<file path="src/rtl/core/cau_pkg.sv">
// ----------------------------------------------------------------------------
// cau_pkg: shared types and constants of the complex arithmetic unit
// Q16.16 operand and result beats, divider cell state, operation codes.
// ----------------------------------------------------------------------------
`default_nettype none
package cau_pkg;

  localparam int WIDTH     = 32;
  localparam int FRAC_BITS = 16;
  localparam int PW        = 2 * WIDTH;            // product width
  localparam int SW        = PW + 1;               // product sum width
  localparam int NW        = PW + FRAC_BITS + 1;   // dividend width
  localparam int DW        = PW + 1;               // divisor width
  localparam int QW        = WIDTH;                // quotient bits, one per cell
  localparam int NCELL     = QW;
  localparam int LATENCY   = 5 + NCELL + 1;

  localparam logic [1:0] OP_ADD = 2'd0;
  localparam logic [1:0] OP_SUB = 2'd1;
  localparam logic [1:0] OP_MUL = 2'd2;
  localparam logic [1:0] OP_DIV = 2'd3;

  localparam logic [1:0] ST_OK  = 2'd0;
  localparam logic [1:0] ST_DZ  = 2'd1;
  localparam logic [1:0] ST_SAT = 2'd2;

  typedef struct packed {
    logic [1:0]              req_type;
    logic signed [WIDTH-1:0] a_re;
    logic signed [WIDTH-1:0] a_im;
    logic signed [WIDTH-1:0] b_re;
    logic signed [WIDTH-1:0] b_im;
  } req_t;

  typedef struct packed {
    logic signed [WIDTH-1:0] c_re;
    logic signed [WIDTH-1:0] c_im;
    logic [1:0]              status;
  } rsp_t;

  typedef struct packed {
    logic [DW-1:0] rem;
    logic [QW-1:0] lo;
    logic [QW-1:0] q;
    logic          neg;
    logic          ovf;
  } lane_t;

  typedef struct packed {
    logic          valid;
    logic          dz;
    logic [DW-1:0] den;
    lane_t         re;
    lane_t         im;
  } cell_t;

endpackage
`default_nettype wire

</file>
<file path="src/rtl/core/cau_cell.sv">
// ----------------------------------------------------------------------------
// cau_cell: one restoring division step
// Shifts one dividend bit into each lane's remainder and retires one quotient bit.
// ----------------------------------------------------------------------------
`default_nettype none
module cau_cell (
  input  wire logic          clk,
  input  wire logic          rst,
  input  wire cau_pkg::cell_t din,
  output cau_pkg::cell_t      dout
);

  function automatic cau_pkg::lane_t step(cau_pkg::lane_t l, logic [cau_pkg::DW-1:0] d);
    cau_pkg::lane_t r;
    logic [cau_pkg::DW:0] t;
    t = {l.rem, l.lo[cau_pkg::QW-1]};
    r = l;
    r.lo = {l.lo[cau_pkg::QW-2:0], 1'b0};
    if (t >= {1'b0, d}) begin
      t = t - {1'b0, d};
      r.q = {l.q[cau_pkg::QW-2:0], 1'b1};
    end else begin
      r.q = {l.q[cau_pkg::QW-2:0], 1'b0};
    end
    r.rem = t[cau_pkg::DW-1:0];
    return r;
  endfunction

  always_ff @(posedge clk) begin
    dout.dz  <= din.dz;
    dout.den <= din.den;
    dout.re  <= step(din.re, din.den);
    dout.im  <= step(din.im, din.den);
    if (rst) begin
      dout.valid <= 1'b0;
    end else begin
      dout.valid <= din.valid;
    end
  end

endmodule
`default_nettype wire

</file>
<file path="config.mk">
export PLATFORM = sky130hd
export DESIGN_NAME = cau_cell
export DESIGN_NICKNAME = d
export VERILOG_FILES = /design/src/rtl/core/cau_pkg.sv /design/src/rtl/core/cau_cell.sv
export SDC_FILE = /design/constraint.sdc
export NUM_CORES = 1
export LEC_CHECK = 0
export ABC_AREA = 1
export BUFFER_PORTS_ARGS = -buffer_cell sky130_fd_sc_hd__buf_2
export CORE_AREA = 2 2 260 262
export CTS_BUF_LIST = sky130_fd_sc_hd__clkbuf_2 sky130_fd_sc_hd__clkbuf_4 sky130_fd_sc_hd__clkbuf_8
export CTS_CLUSTER_DIAMETER = 120
export DETAILED_ROUTE_END_ITERATION = 8
export DIE_AREA = 0 0 262 264
export PLACE_DENSITY = 0.56
export SYNTH_ARGS = -nofsm -noshare
export SYNTH_HDL_FRONTEND = slang
export SYNTH_SLANG_ARGS = --single-unit
</file>
<file path="constraint.sdc">
create_clock -name clk -period 3.1 [get_ports clk]
set_input_delay 0.31 -clock clk [delete_from_list [all_inputs] [get_ports clk]]
set_output_delay 0.31 -clock clk [all_outputs]
set_load 0.03 [all_outputs]
</file>
==> metrics.txt, run 1 <==
# TYPE chip_impl_metric gauge
chip_impl_metric{name="synth.cell_area",unit="µm²"} 21100
chip_impl_metric{name="die_y",unit="µm"} 264
chip_impl_metric{name="fin_ws",unit="ps"} 128
chip_impl_metric{name="p_per_area",unit="nW/µm²"} 503
chip_impl_metric{name="dp_cells",unit=""} 4994
chip_impl_metric{name="vias",unit=""} 24400
chip_impl_info{name="rsz0062_at_grt",value="false"} 1
chip_impl_metric{name="timing.final.max_slew_violations",unit=""} 0
chip_impl_metric{name="pwr-share-clk",unit=""} 0.324
chip_impl_metric{name="clock_sink_count",unit=""} 327
chip_impl_metric{name="final_period_minus_worst_setup_slack",unit="ps"} 2970
chip_impl_info{name="top_register",value="dout"} 1
chip_impl_info{name="end_kind",value="register"} 1
chip_impl_metric{name="place_hpwl",unit="µm"} 97500
chip_impl_metric{name="pin_count_of_the_biggest_net_entering_global_routing",unit=""} 65
chip_impl_metric{name="internal_power",unit="mW"} 9.13
chip_impl_metric{name="hold_viol_final",unit=""} 0
chip_impl_metric{name="post-cts-setup-buffer-count",unit=""} 0
chip_impl_info{name="post_synth_main_area_contributors",value="sky130_fd_sc_hd__dfxtp_1, sky130_fd_sc_hd__nand2_1, sky130_fd_sc_hd__inv_1"} 1
chip_impl_metric{name="p_leak",unit="nW"} 17.8
chip_impl_metric{name="number_of_antenna_violations_at_the_first_check_in_global_routing",unit=""} 14
chip_impl_metric{name="synth_edf_count",unit=""} 0
chip_impl_metric{name="power.switching_fraction",unit=""} 0.399
chip_impl_metric{name="vdd_ir_drop_max",unit="V"} 0.000383
chip_impl_metric{name="fmax",unit="MHz"} 336
chip_impl_metric{name="layoutNonFillerInstCount",unit=""} 5444
chip_impl_metric{name="net-switching-power",unit="mW"} 6.07
chip_impl_metric{name="drive_above_1_share",unit=""} 0.215
chip_impl_info{name="family_with_the_most_delay_on_the_worst_path",value="buffers and inverters"} 1
chip_impl_metric{name="port_buffers",unit=""} 655
chip_impl_metric{name="globalplace.congestion",unit=""} 0.982
chip_impl_metric{name="core_area",unit="µm²"} 66600
chip_impl_metric{name="critical_path_required",unit="ps"} 3690
chip_impl_metric{name="number_of_flip_flops_in_the_largest_register",unit=""} 327
chip_impl_metric{name="synth_seq_cells",unit=""} 327
chip_impl_metric{name="first_pass_iters",unit=""} 6
chip_impl_metric{name="h-tree-depth",unit=""} 3
chip_impl_metric{name="drt_wl_total",unit="µm"} 115000
chip_impl_info{name="synthMostInstantiatedCell",value="sky130_fd_sc_hd__nand2_1"} 1
chip_impl_metric{name="synth-seq-area-share",unit=""} 0.310
chip_impl_info{name="worstSetupPathType",value="input pin to register"} 1
chip_impl_metric{name="grt_pass1_wl",unit="µm"} 159000
chip_impl_info{name="clockRootBuffer",value="sky130_fd_sc_hd__clkbuf_8"} 1
chip_impl_metric{name="design.portCount",unit=""} 660
chip_impl_metric{name="ys.warnings.count",unit=""} 0
chip_impl_info{name="cp-start-kind",value="input pin"} 1
chip_impl_metric{name="path_buf_inv",unit=""} 6
chip_impl_info{name="crit_path_frequent_cell",value="sky130_fd_sc_hd__nand2_1"} 1
chip_impl_metric{name="sequentialPowerShare",unit=""} 0.325
chip_impl_metric{name="clock_transition_at_path_regs",unit="ps"} 70
chip_impl_metric{name="die_width",unit="µm"} 262
chip_impl_metric{name="slew_headroom",unit=""} 0.600
chip_impl_info{name="crit_path_top_delay_cell",value="sky130_fd_sc_hd__dlygate4sd3_1"} 1
chip_impl_metric{name="track_usage",unit=""} 0.322
chip_impl_metric{name="layout_worst_path_cycle_share",unit=""} 0.959
chip_impl_metric{name="comb_power_share",unit=""} 0.351
chip_impl_metric{name="crit_arrival",unit="ps"} 3560
chip_impl_metric{name="tightestPinTransition",unit="ps"} 600
chip_impl_metric{name="synthCells",unit=""} 3456
chip_impl_metric{name="route.detailed.drc",unit=""} 0
chip_impl_info{name="worstSetupStartpoint",value="din[274]"} 1
chip_impl_metric{name="clk_path_buf_depth",unit=""} 3
chip_impl_info{name="crit_path_end",value="dout[81]"} 1
chip_impl_metric{name="critPathMaxStageDelay",unit="ps"} 560
chip_impl_metric{name="synth_largest_type_area_fraction",unit=""} 0.310
chip_impl_metric{name="fin_hold_ws",unit="ps"} 62.1
chip_impl_info{name="path_cells",value="dlygate4sd3_1 > buf_2 > inv_1 > ha_1 > nand2_1 > nor2_2 > nand2_1 > nor3b_1 > buf_4 > nand3_1 > nand3_1 > nor2_4 > nand2_4 > buf_12 > buf_4 > nand2_2 > nand2_1"} 1
chip_impl_info{name="hold_path.class",value="input pin to register"} 1
chip_impl_info{name="cts_tree",value="done"} 1
chip_impl_metric{name="critical_path.max_fanout",unit=""} 24
chip_impl_info{name="synth_top_area_cell",value="sky130_fd_sc_hd__dfxtp_1"} 1
chip_impl_metric{name="post_place_setup_slack",unit="ps"} 66.2
chip_impl_info{name="synth.cells.most_frequent",value="sky130_fd_sc_hd__nand2_1, sky130_fd_sc_hd__inv_1, sky130_fd_sc_hd__dfxtp_1, sky130_fd_sc_hd__nand3_1, sky130_fd_sc_hd__nor2_1"} 1
chip_impl_metric{name="grt.overflow.total",unit=""} 0
chip_impl_metric{name="avgViaCountPerCell",unit=""} 4.48
chip_impl_info{name="status",value="complete, no violations"} 1
chip_impl_metric{name="grt_pass1_vias",unit=""} 23400
chip_impl_metric{name="design.final.nets",unit=""} 4973
chip_impl_metric{name="synth_area_per_cell",unit="µm²"} 6.11
chip_impl_metric{name="synth_cell_type_count",unit=""} 35
chip_impl_metric{name="tritoncts.num_buffers",unit=""} 67
chip_impl_metric{name="std_cell_rows",unit=""} 95
chip_impl_metric{name="setup-violations-final",unit=""} 0
chip_impl_info{name="dominantRegCellSynth",value="sky130_fd_sc_hd__dfxtp_1"} 1
chip_impl_metric{name="fin_setup_tns",unit="ps"} 0
chip_impl_metric{name="synth_async_sr_flop_share",unit=""} 0
chip_impl_metric{name="num-fill-cells",unit=""} 7189
chip_impl_metric{name="antenna_violating_nets_post_route",unit=""} 0
chip_impl_metric{name="1st_iter_drt_viols",unit=""} 1716
chip_impl_metric{name="initial_utilization",unit=""} 0.317
chip_impl_metric{name="worst-path-stages",unit=""} 17
chip_impl_metric{name="detail_route.wl_per_cell",unit="µm"} 21.1
chip_impl_metric{name="die_area",unit="µm²"} 69200
chip_impl_metric{name="layout-area-overhead-vs-synth",unit="%"} 43.2
chip_impl_info{name="reg.largest.list",value="dout: 327 flops"} 1
chip_impl_metric{name="maxCapViolCount",unit=""} 0
-- final cells by class --
type	count	area, µm²	share of cell area
clock buffers	98	1220	0.0403
diodes	11	27.5	0.000910
flip-flops and latches	327	6550	0.216
repair buffers	1028	6970	0.230
clock inverters	21	199	0.00658
multi-input cells	2350	11400	0.378
well taps	873	1090	0.0361
inverters	736	2760	0.0914
-- routing by layer --
layer,share of wire,global-route usage,up-vias
li1,-,-,12500
met1,0.40,0.372,10800
met2,0.47,0.557,875
met3,0.058,0.0492,212
met4,0.064,0.189,8
met5,0.00043,0,-
-- layout by cell type, fill, tap and decap left out, types with 11 or more instances in the layout --
| cell type | n |
|---|---|
| sky130_fd_sc_hd__diode_2 | 11 |
| sky130_fd_sc_hd__clkbuf_8 | 77 |
| sky130_fd_sc_hd__clkbuf_4 | 21 |
| sky130_fd_sc_hd__dfxtp_1 | 327 |
| sky130_fd_sc_hd__buf_4 | 46 |
| sky130_fd_sc_hd__nand2_1 | 1349 |
| sky130_fd_sc_hd__nand2_2 | 83 |
| sky130_fd_sc_hd__nor3_1 | 21 |
| sky130_fd_sc_hd__nor2_2 | 26 |
| sky130_fd_sc_hd__nand3b_1 | 28 |
| sky130_fd_sc_hd__inv_2 | 27 |
| sky130_fd_sc_hd__dlygate4sd3_1 | 320 |
| sky130_fd_sc_hd__nand3_1 | 295 |
| sky130_fd_sc_hd__ha_1 | 130 |
| sky130_fd_sc_hd__nand4_1 | 17 |
| sky130_fd_sc_hd__a21oi_1 | 92 |
| sky130_fd_sc_hd__inv_1 | 703 |
| sky130_fd_sc_hd__nor2_1 | 195 |
| sky130_fd_sc_hd__xor2_1 | 60 |
| sky130_fd_sc_hd__buf_2 | 655 |
-- power by group through the flow --
stage	Sequential (mW)	Clock, mW	Combinational [mW]
after global placement	5.02	0	4.95
after global routing	4.96	5.23	5.76
final	4.95	4.92	5.34
after detailed placement	5.02	0	4.96
after floorplan	5.88	0	2.17
after CTS	4.94	5.03	5.32
-- worst min-delay path by stage --
| stage | start | end | slack, ps | cells past startpoint |
|---|---|---|---|---|
| finish | din[100] | dout[101] | 60 | 3 |
| global route | din[237] | dout[238] | 30 | 3 |
| CTS | din[237] | dout[238] | 0.5 | 3 |
| detailed placement | din[168] | dout[169] | 410 | 1 |
| global placement | din[152] | dout[153] | 410 | 1 |
| floorplan | din[0] | dout[0] | 340 | 0 |
-- timing repair --
item / 4_1_cts / 5_1_grt
resized for setup: 0 / 0
endpoints found under the hold margin: 319 / 0
hold buffers: 320 / 0
-- metrics by stage --
step / total power [mW] / utilization / area [µm²]
after floorplan: 8.05 / - / 21100
after global placement: 9.98 / 0.384 / 25600
after detailed placement: 9.98 / 0.384 / 25600
after CTS: 15.3 / 0.454 / 30200
after global routing: 15.9 / 0.454 / 30200
final: 15.2 / 0.454 / 30200
-- kinds of logic (layout without fill, tap and decap cells) --
family / count (synthesis) / in the layout / synth area share
buffers and inverters: 780 / 1883 / 0.149
adders and majority gates: 132 / 132 / 0.0789
other: 1 / 13 / 0.000178
DFF: 327 / 327 / 0.310
AOI/OAI and AO/OA: 104 / 104 / 0.0252
and+or+nand+nor: 2052 / 2052 / 0.411
xor gates and xnor gates: 60 / 60 / 0.0249
No activity file was read; power rests on OpenSTA's default activity.
==> run 2: changes to the inputs <==
Settings changed: CORE_AREA 2 2 260 262 to 2 2 254 256, DIE_AREA 0 0 262 264 to 0 0 256 258, PLACE_DENSITY 0.56 to 0.58.
Clock period 3.1 ns to 3.15 ns, I/O delays scaled along.
==> metrics.txt, run 2 (synthesis gave the netlist of run 1 again) <==
# TYPE chip_impl_metric gauge
chip_impl_info{name="status",value="complete, no violations"} 1
chip_impl_info{name="hold_path.class",value="input pin to register"} 1
chip_impl_info{name="top_register",value="dout"} 1
chip_impl_metric{name="detail_route.wl_per_cell",unit="µm"} 21.6
chip_impl_metric{name="post-cts-setup-buffer-count",unit=""} 0
chip_impl_metric{name="layoutNonFillerInstCount",unit=""} 5419
chip_impl_info{name="cts_tree",value="done"} 1
chip_impl_metric{name="vias",unit=""} 24400
chip_impl_metric{name="design.portCount",unit=""} 660
chip_impl_metric{name="place_hpwl",unit="µm"} 101000
chip_impl_metric{name="timing.final.max_slew_violations",unit=""} 0
chip_impl_metric{name="drive_above_1_share",unit=""} 0.214
chip_impl_metric{name="crit_arrival",unit="ps"} 3480
chip_impl_metric{name="die_y",unit="µm"} 258
chip_impl_metric{name="grt_pass1_vias",unit=""} 24000
chip_impl_metric{name="slew_headroom",unit=""} 0.571
chip_impl_metric{name="clock_transition_at_path_regs",unit="ps"} 60
chip_impl_metric{name="first_pass_iters",unit=""} 5
chip_impl_metric{name="p_per_area",unit="nW/µm²"} 488
chip_impl_metric{name="globalplace.congestion",unit=""} 1.00
chip_impl_metric{name="1st_iter_drt_viols",unit=""} 1650
chip_impl_metric{name="pin_count_of_the_biggest_net_entering_global_routing",unit=""} 55
chip_impl_metric{name="finalCoreUtilization",unit=""} 0.474
chip_impl_metric{name="antenna_violating_nets_post_route",unit=""} 0
chip_impl_metric{name="number_of_antenna_violations_at_the_first_check_in_global_routing",unit=""} 10
chip_impl_metric{name="grt_pass1_wl",unit="µm"} 165000
chip_impl_metric{name="final_period_minus_worst_setup_slack",unit="ps"} 2870
chip_impl_metric{name="avgViaCountPerCell",unit=""} 4.51
chip_impl_info{name="mostFrequentLayoutCell",value="sky130_fd_sc_hd__nand2_1"} 1
chip_impl_info{name="rsz0062_at_grt",value="false"} 1
chip_impl_metric{name="tritoncts.num_buffers",unit=""} 59
chip_impl_metric{name="route.detailed.drc",unit=""} 0
chip_impl_metric{name="die_area",unit="µm²"} 66000
chip_impl_metric{name="clock_sink_count",unit=""} 327
chip_impl_metric{name="die_width",unit="µm"} 256
chip_impl_metric{name="drt_wl_total",unit="µm"} 117000
chip_impl_metric{name="cts-resized-gates",unit=""} 0
chip_impl_metric{name="design.final.nets",unit=""} 4974
chip_impl_info{name="reg.largest.list",value="dout: 327 flops"} 1
chip_impl_metric{name="maxCapViolCount",unit=""} 0
chip_impl_metric{name="grt.overflow.total",unit=""} 0
chip_impl_info{name="layout_common_cells",value="sky130_fd_sc_hd__nand2_1, sky130_fd_sc_hd__inv_1, sky130_fd_sc_hd__buf_2, sky130_fd_sc_hd__dfxtp_1, sky130_fd_sc_hd__dlygate4sd3_1"} 1
chip_impl_metric{name="layout_worst_path_cycle_share",unit=""} 0.911
chip_impl_metric{name="fin_ws",unit="ps"} 279
chip_impl_info{name="worstSetupPathType",value="input pin to register"} 1
chip_impl_metric{name="p_leak",unit="nW"} 17.8
chip_impl_metric{name="tightestPinTransition",unit="ps"} 643
chip_impl_metric{name="h-tree-depth",unit=""} 2
chip_impl_metric{name="critical_path.max_fanout",unit=""} 27
chip_impl_info{name="cp-start-kind",value="input pin"} 1
chip_impl_metric{name="port_buffers",unit=""} 655
chip_impl_info{name="end_kind",value="register"} 1
chip_impl_metric{name="critical_path_required",unit="ps"} 3760
chip_impl_metric{name="dp_cells",unit=""} 4982
chip_impl_metric{name="layout-area-overhead-vs-synth",unit="%"} 43.0
chip_impl_metric{name="fin_setup_tns",unit="ps"} 0
chip_impl_metric{name="setup-violations-final",unit=""} 0
chip_impl_info{name="clockRootBuffer",value="sky130_fd_sc_hd__clkbuf_8"} 1
chip_impl_metric{name="hold_viol_final",unit=""} 0
chip_impl_metric{name="fmax",unit="MHz"} 348
chip_impl_metric{name="number_of_flip_flops_in_the_largest_register",unit=""} 327
chip_impl_metric{name="initial_utilization",unit=""} 0.332
chip_impl_metric{name="report.power.total",unit="mW"} 14.7
chip_impl_info{name="worstSetupStartpoint",value="din[272]"} 1
chip_impl_metric{name="core_area",unit="µm²"} 63600
chip_impl_metric{name="vdd_ir_drop_max",unit="V"} 0.000377
chip_impl_metric{name="clk_path_buf_depth",unit=""} 3
chip_impl_metric{name="std_cell_rows",unit=""} 93
chip_impl_metric{name="post_place_setup_slack",unit="ps"} 220
chip_impl_info{name="crit_path_end",value="dout[79]"} 1
chip_impl_metric{name="track_usage",unit=""} 0.346
-- run 2: changes by cell type in the layout (fill, tap and decap cells not counted), sizes merged --
cell,delta
inv,-4
clkinv,-3
bufinv,+1
diode,-5
buf,+6
dlygate4sd3,+3
clkbuf,-5
-- run 2: worst min-delay path by stage --
stage / from / to / slack, ps / cells after the start
after CTS: din[196] / dout[197] / 8 / 3
after floorplan: din[0] / dout[0] / 340 / 0
after global placement: din[152] / dout[153] / 420 / 1
after detailed placement: din[166] / dout[167] / 420 / 1
after global routing: din[232] / dout[233] / 20 / 3
final: din[234] / dout[235] / 60 / 3
-- run 2: layout make-up --
type / count / area, µm²
Antenna cell: 6 / 15.0
Clock buffer: 93 / 1160
Clock inverter: 15 / 173
Fill cell: 6834 / 33500
Inverter: 736 / 2760
Multi-Input combinational cell: 2350 / 11400
Sequential cell: 327 / 6550
Tap cell: 855 / 1070
Timing Repair Buffer: 1037 / 7030
-- run 2: report_power, final --
| part | internal (mW) | switching [mW] | leakage (nW) |
|---|---|---|---|
| clock | 2.59 | 1.95 | 0.706 |
| combinational | 1.70 | 3.62 | 14.3 |
| sequential | 4.61 | 0.250 | 2.76 |
-- run 2: per-layer routing --
| layer | track usage | vias up | part of all wire |
|---|---|---|---|
| li1 | - | 12500 | - |
| met1 | 0.395 | 10800 | 0.40 |
| met2 | 0.586 | 918 | 0.46 |
| met3 | 0.0562 | 228 | 0.055 |
| met4 | 0.254 | 6 | 0.083 |
| met5 | 0 | - | 0.00028 |
-- run 2: critical path, cell delays in order --
cell                            delay [ps]
sky130_fd_sc_hd__dlygate4sd3_1         540
sky130_fd_sc_hd__buf_2                 120
sky130_fd_sc_hd__inv_1                 120
sky130_fd_sc_hd__ha_1                  440
sky130_fd_sc_hd__nand2_1               180
sky130_fd_sc_hd__nor2_4                190
sky130_fd_sc_hd__nand2_1               110
sky130_fd_sc_hd__nor3b_1               390
sky130_fd_sc_hd__nand3_1               170
sky130_fd_sc_hd__nand3_1               160
sky130_fd_sc_hd__nor2_4                 60
sky130_fd_sc_hd__nand2_4               140
sky130_fd_sc_hd__buf_12                220
sky130_fd_sc_hd__buf_4                 200
sky130_fd_sc_hd__nand2_2                50
sky130_fd_sc_hd__nand2_1                60
-- run 2: timing repair --
action,CTS,global route
hold endpoints to repair,322,0
hold buffers,323,0
setup endpoints to repair,0,0
-- run 2: per-stage QoR --
stage / hold slack (ps) / instance area (µm²)
after global routing: 24.7 / 30200
after global placement: 417 / 25600
after floorplan: 343 / 21100
after detailed placement: 419 / 25600
final: 57.8 / 30200
after CTS: 8.32 / 30200
==> run 3: changes to the inputs <==
Settings changed: CORE_AREA 2 2 254 256 to 4 4 256 258, DIE_AREA 0 0 256 258 to 0 0 260 262.
==> metrics.txt, run 3 (synthesis gave the netlist of run 1 again) <==
# TYPE chip_impl_metric gauge
chip_impl_metric{name="initial_utilization",unit=""} 0.335
chip_impl_metric{name="number_of_antenna_violations_at_the_first_check_in_global_routing",unit=""} 11
chip_impl_metric{name="layoutNonFillerInstCount",unit=""} 5381
chip_impl_metric{name="die_width",unit="µm"} 260
chip_impl_metric{name="path_buf_inv",unit=""} 5
chip_impl_metric{name="final_period_minus_worst_setup_slack",unit="ps"} 2830
chip_impl_info{name="hold_path.class",value="input pin to register"} 1
chip_impl_metric{name="setup-violations-final",unit=""} 0
chip_impl_metric{name="first_pass_iters",unit=""} 5
chip_impl_info{name="end_kind",value="register"} 1
chip_impl_metric{name="place_hpwl",unit="µm"} 97400
chip_impl_info{name="top_register",value="dout"} 1
chip_impl_info{name="rsz0062_at_grt",value="false"} 1
chip_impl_metric{name="design.final.nets",unit=""} 4943
chip_impl_metric{name="clk_path_buf_depth",unit=""} 3
chip_impl_metric{name="crit_arrival",unit="ps"} 3390
chip_impl_info{name="crit_path_top_delay_cell",value="sky130_fd_sc_hd__dlygate4sd3_1"} 1
chip_impl_metric{name="critPathMaxStageDelay",unit="ps"} 560
chip_impl_metric{name="fin_setup_tns",unit="ps"} 0
chip_impl_metric{name="layout-area-overhead-vs-synth",unit="%"} 42.2
chip_impl_metric{name="die_y",unit="µm"} 262
chip_impl_info{name="reg.largest.list",value="dout: 327 flops"} 1
chip_impl_info{name="worstSetupPathType",value="input pin to register"} 1
chip_impl_metric{name="h-tree-depth",unit=""} 2
chip_impl_metric{name="grt.overflow.total",unit=""} 0
chip_impl_metric{name="core_area",unit="µm²"} 63000
chip_impl_info{name="family_with_the_most_delay_on_the_worst_path",value="simple AND/OR/NAND/NOR gates"} 1
chip_impl_info{name="mostFrequentLayoutCell",value="sky130_fd_sc_hd__nand2_1"} 1
chip_impl_metric{name="p_leak",unit="nW"} 17.7
chip_impl_metric{name="critical_path.max_fanout",unit=""} 11
chip_impl_metric{name="hold-path-cell-count",unit=""} 3
chip_impl_metric{name="fmax",unit="MHz"} 354
chip_impl_metric{name="post-cts-setup-buffer-count",unit=""} 0
chip_impl_metric{name="std_cell_rows",unit=""} 92
chip_impl_metric{name="port_buffers",unit=""} 655
chip_impl_info{name="status",value="complete, no violations"} 1
chip_impl_metric{name="timing.final.max_slew_violations",unit=""} 0
chip_impl_metric{name="layout_worst_path_cycle_share",unit=""} 0.898
chip_impl_info{name="cts_tree",value="done"} 1
chip_impl_metric{name="drive_above_1_share",unit=""} 0.210
chip_impl_metric{name="clock_sink_count",unit=""} 327
chip_impl_metric{name="globalplace.congestion",unit=""} 1.01
chip_impl_info{name="hold_start",value="din[96]"} 1
chip_impl_metric{name="pin_count_of_the_biggest_net_entering_global_routing",unit=""} 65
chip_impl_info{name="layout_common_cells",value="sky130_fd_sc_hd__nand2_1, sky130_fd_sc_hd__inv_1, sky130_fd_sc_hd__buf_2, sky130_fd_sc_hd__dfxtp_1, sky130_fd_sc_hd__dlygate4sd3_1"} 1
chip_impl_metric{name="vias",unit=""} 24300
chip_impl_metric{name="cts_hold_repair.buffers",unit=""} 319
chip_impl_metric{name="avgViaCountPerCell",unit=""} 4.51
chip_impl_info{name="path_cells",value="dlygate4sd3_1 > buf_2 > inv_1 > ha_1 > nand2_1 > nor2_1 > nor3b_1 > buf_4 > nand3_1 > nand3_1 > nor2_4 > nand2_4 > buf_4 > nand2_1 > nand2_1"} 1
chip_impl_metric{name="grt_pass1_wl",unit="µm"} 158000
chip_impl_metric{name="drt_wl_total",unit="µm"} 115000
chip_impl_metric{name="slew_headroom",unit=""} 0.620
chip_impl_metric{name="dp_cells",unit=""} 4947
chip_impl_metric{name="route.detailed.drc",unit=""} 0
chip_impl_metric{name="design.portCount",unit=""} 660
chip_impl_metric{name="die_area",unit="µm²"} 68100
chip_impl_metric{name="antenna_violating_nets_post_route",unit=""} 0
chip_impl_metric{name="cts-resized-gates",unit=""} 0
chip_impl_metric{name="vdd_ir_drop_max",unit="V"} 0.000341
chip_impl_metric{name="clock_transition_at_path_regs",unit="ps"} 60
chip_impl_metric{name="p_per_area",unit="nW/µm²"} 492
chip_impl_metric{name="number_of_flip_flops_in_the_largest_register",unit=""} 327
chip_impl_metric{name="worst-path-stages",unit=""} 15
chip_impl_metric{name="grt_pass1_vias",unit=""} 23100
chip_impl_metric{name="tightestPinTransition",unit="ps"} 570
chip_impl_metric{name="detail_route.wl_per_cell",unit="µm"} 21.4
chip_impl_metric{name="1st_iter_drt_viols",unit=""} 1858
chip_impl_metric{name="track_usage",unit=""} 0.321
chip_impl_info{name="crit_path_frequent_cell",value="sky130_fd_sc_hd__nand2_1"} 1
chip_impl_metric{name="hold_viol_final",unit=""} 0
chip_impl_metric{name="num-fill-cells",unit=""} 6684
chip_impl_metric{name="critical_path_required",unit="ps"} 3720
chip_impl_info{name="clockRootBuffer",value="sky130_fd_sc_hd__clkbuf_8"} 1
chip_impl_info{name="min_to",value="dout[97]"} 1
chip_impl_info{name="cp-start-kind",value="input pin"} 1
chip_impl_metric{name="maxCapViolCount",unit=""} 0
chip_impl_metric{name="tritoncts.num_buffers",unit=""} 58
-- run 3: changes by cell type in the layout (fill, tap and decap cells not counted), moves of 2 or more --
cell,before,now
sky130_fd_sc_hd__clkbuf_4,19,15
sky130_fd_sc_hd__dlygate4sd3_1,323,319
sky130_fd_sc_hd__buf_12,6,8
sky130_fd_sc_hd__buf_4,53,25
sky130_fd_sc_hd__clkbuf_8,74,77
-- run 3: worst max-delay path by stage --
stage	slack (ps)	start	endpoint
2_1_floorplan	1140	din[196]	dout[201]
3_3_place_gp	180	din[264]	dout[68]
6_report	320	din[266]	dout[67]
3_5_place_dp	210	din[264]	dout[72]
5_1_grt	210	din[272]	dout[89]
4_1_cts	350	din[272]	dout[67]
-- run 3: through the flow --
stage          area [µm²]  setup slack, ps  utilization  power, mW  hold slack (ps)
2_1_floorplan       21100             1140            -       7.92              343
3_3_place_gp        25400              181        0.404       9.82              417
3_5_place_dp        25400              209        0.404       9.82              419
4_1_cts             30000              352        0.476       14.8             1.17
5_1_grt             30000              213        0.477       15.5             10.3
6_report            30000              323        0.477       14.8             47.9
-- run 3: report_power, final --
part	switching, mW	internal (mW)	total (mW)
sequential	0.237	4.61	4.85
clock	1.96	2.70	4.66
combinational	3.59	1.67	5.26
total	5.78	8.98	14.8
-- run 3: area by class of cell --
class | instances | area, µm² | area share
antenna | 7 | 17.5 | 0.000584
clock buffer | 92 | 1170 | 0.0391
inverter | 736 | 2760 | 0.0920
tap | 846 | 1060 | 0.0353
multi-input combinational | 2350 | 11400 | 0.381
sequential | 327 | 6550 | 0.218
timing repair buffer | 1007 | 6820 | 0.227
clock inverter | 16 | 209 | 0.00696
-- run 3: per-layer routing --
metal,track usage,up-vias,wire [µm]
li1,-,12400,-
met1,0.371,10700,45300
met2,0.560,961,54400
met3,0.0540,220,7260
met4,0.189,6,7970
met5,0,-,41
-- run 3: worst min-delay path, delay by kind of cell --
kind / cells / cell delay, ps
buf+inv: 1 / 180
simple gates: 2 / 170
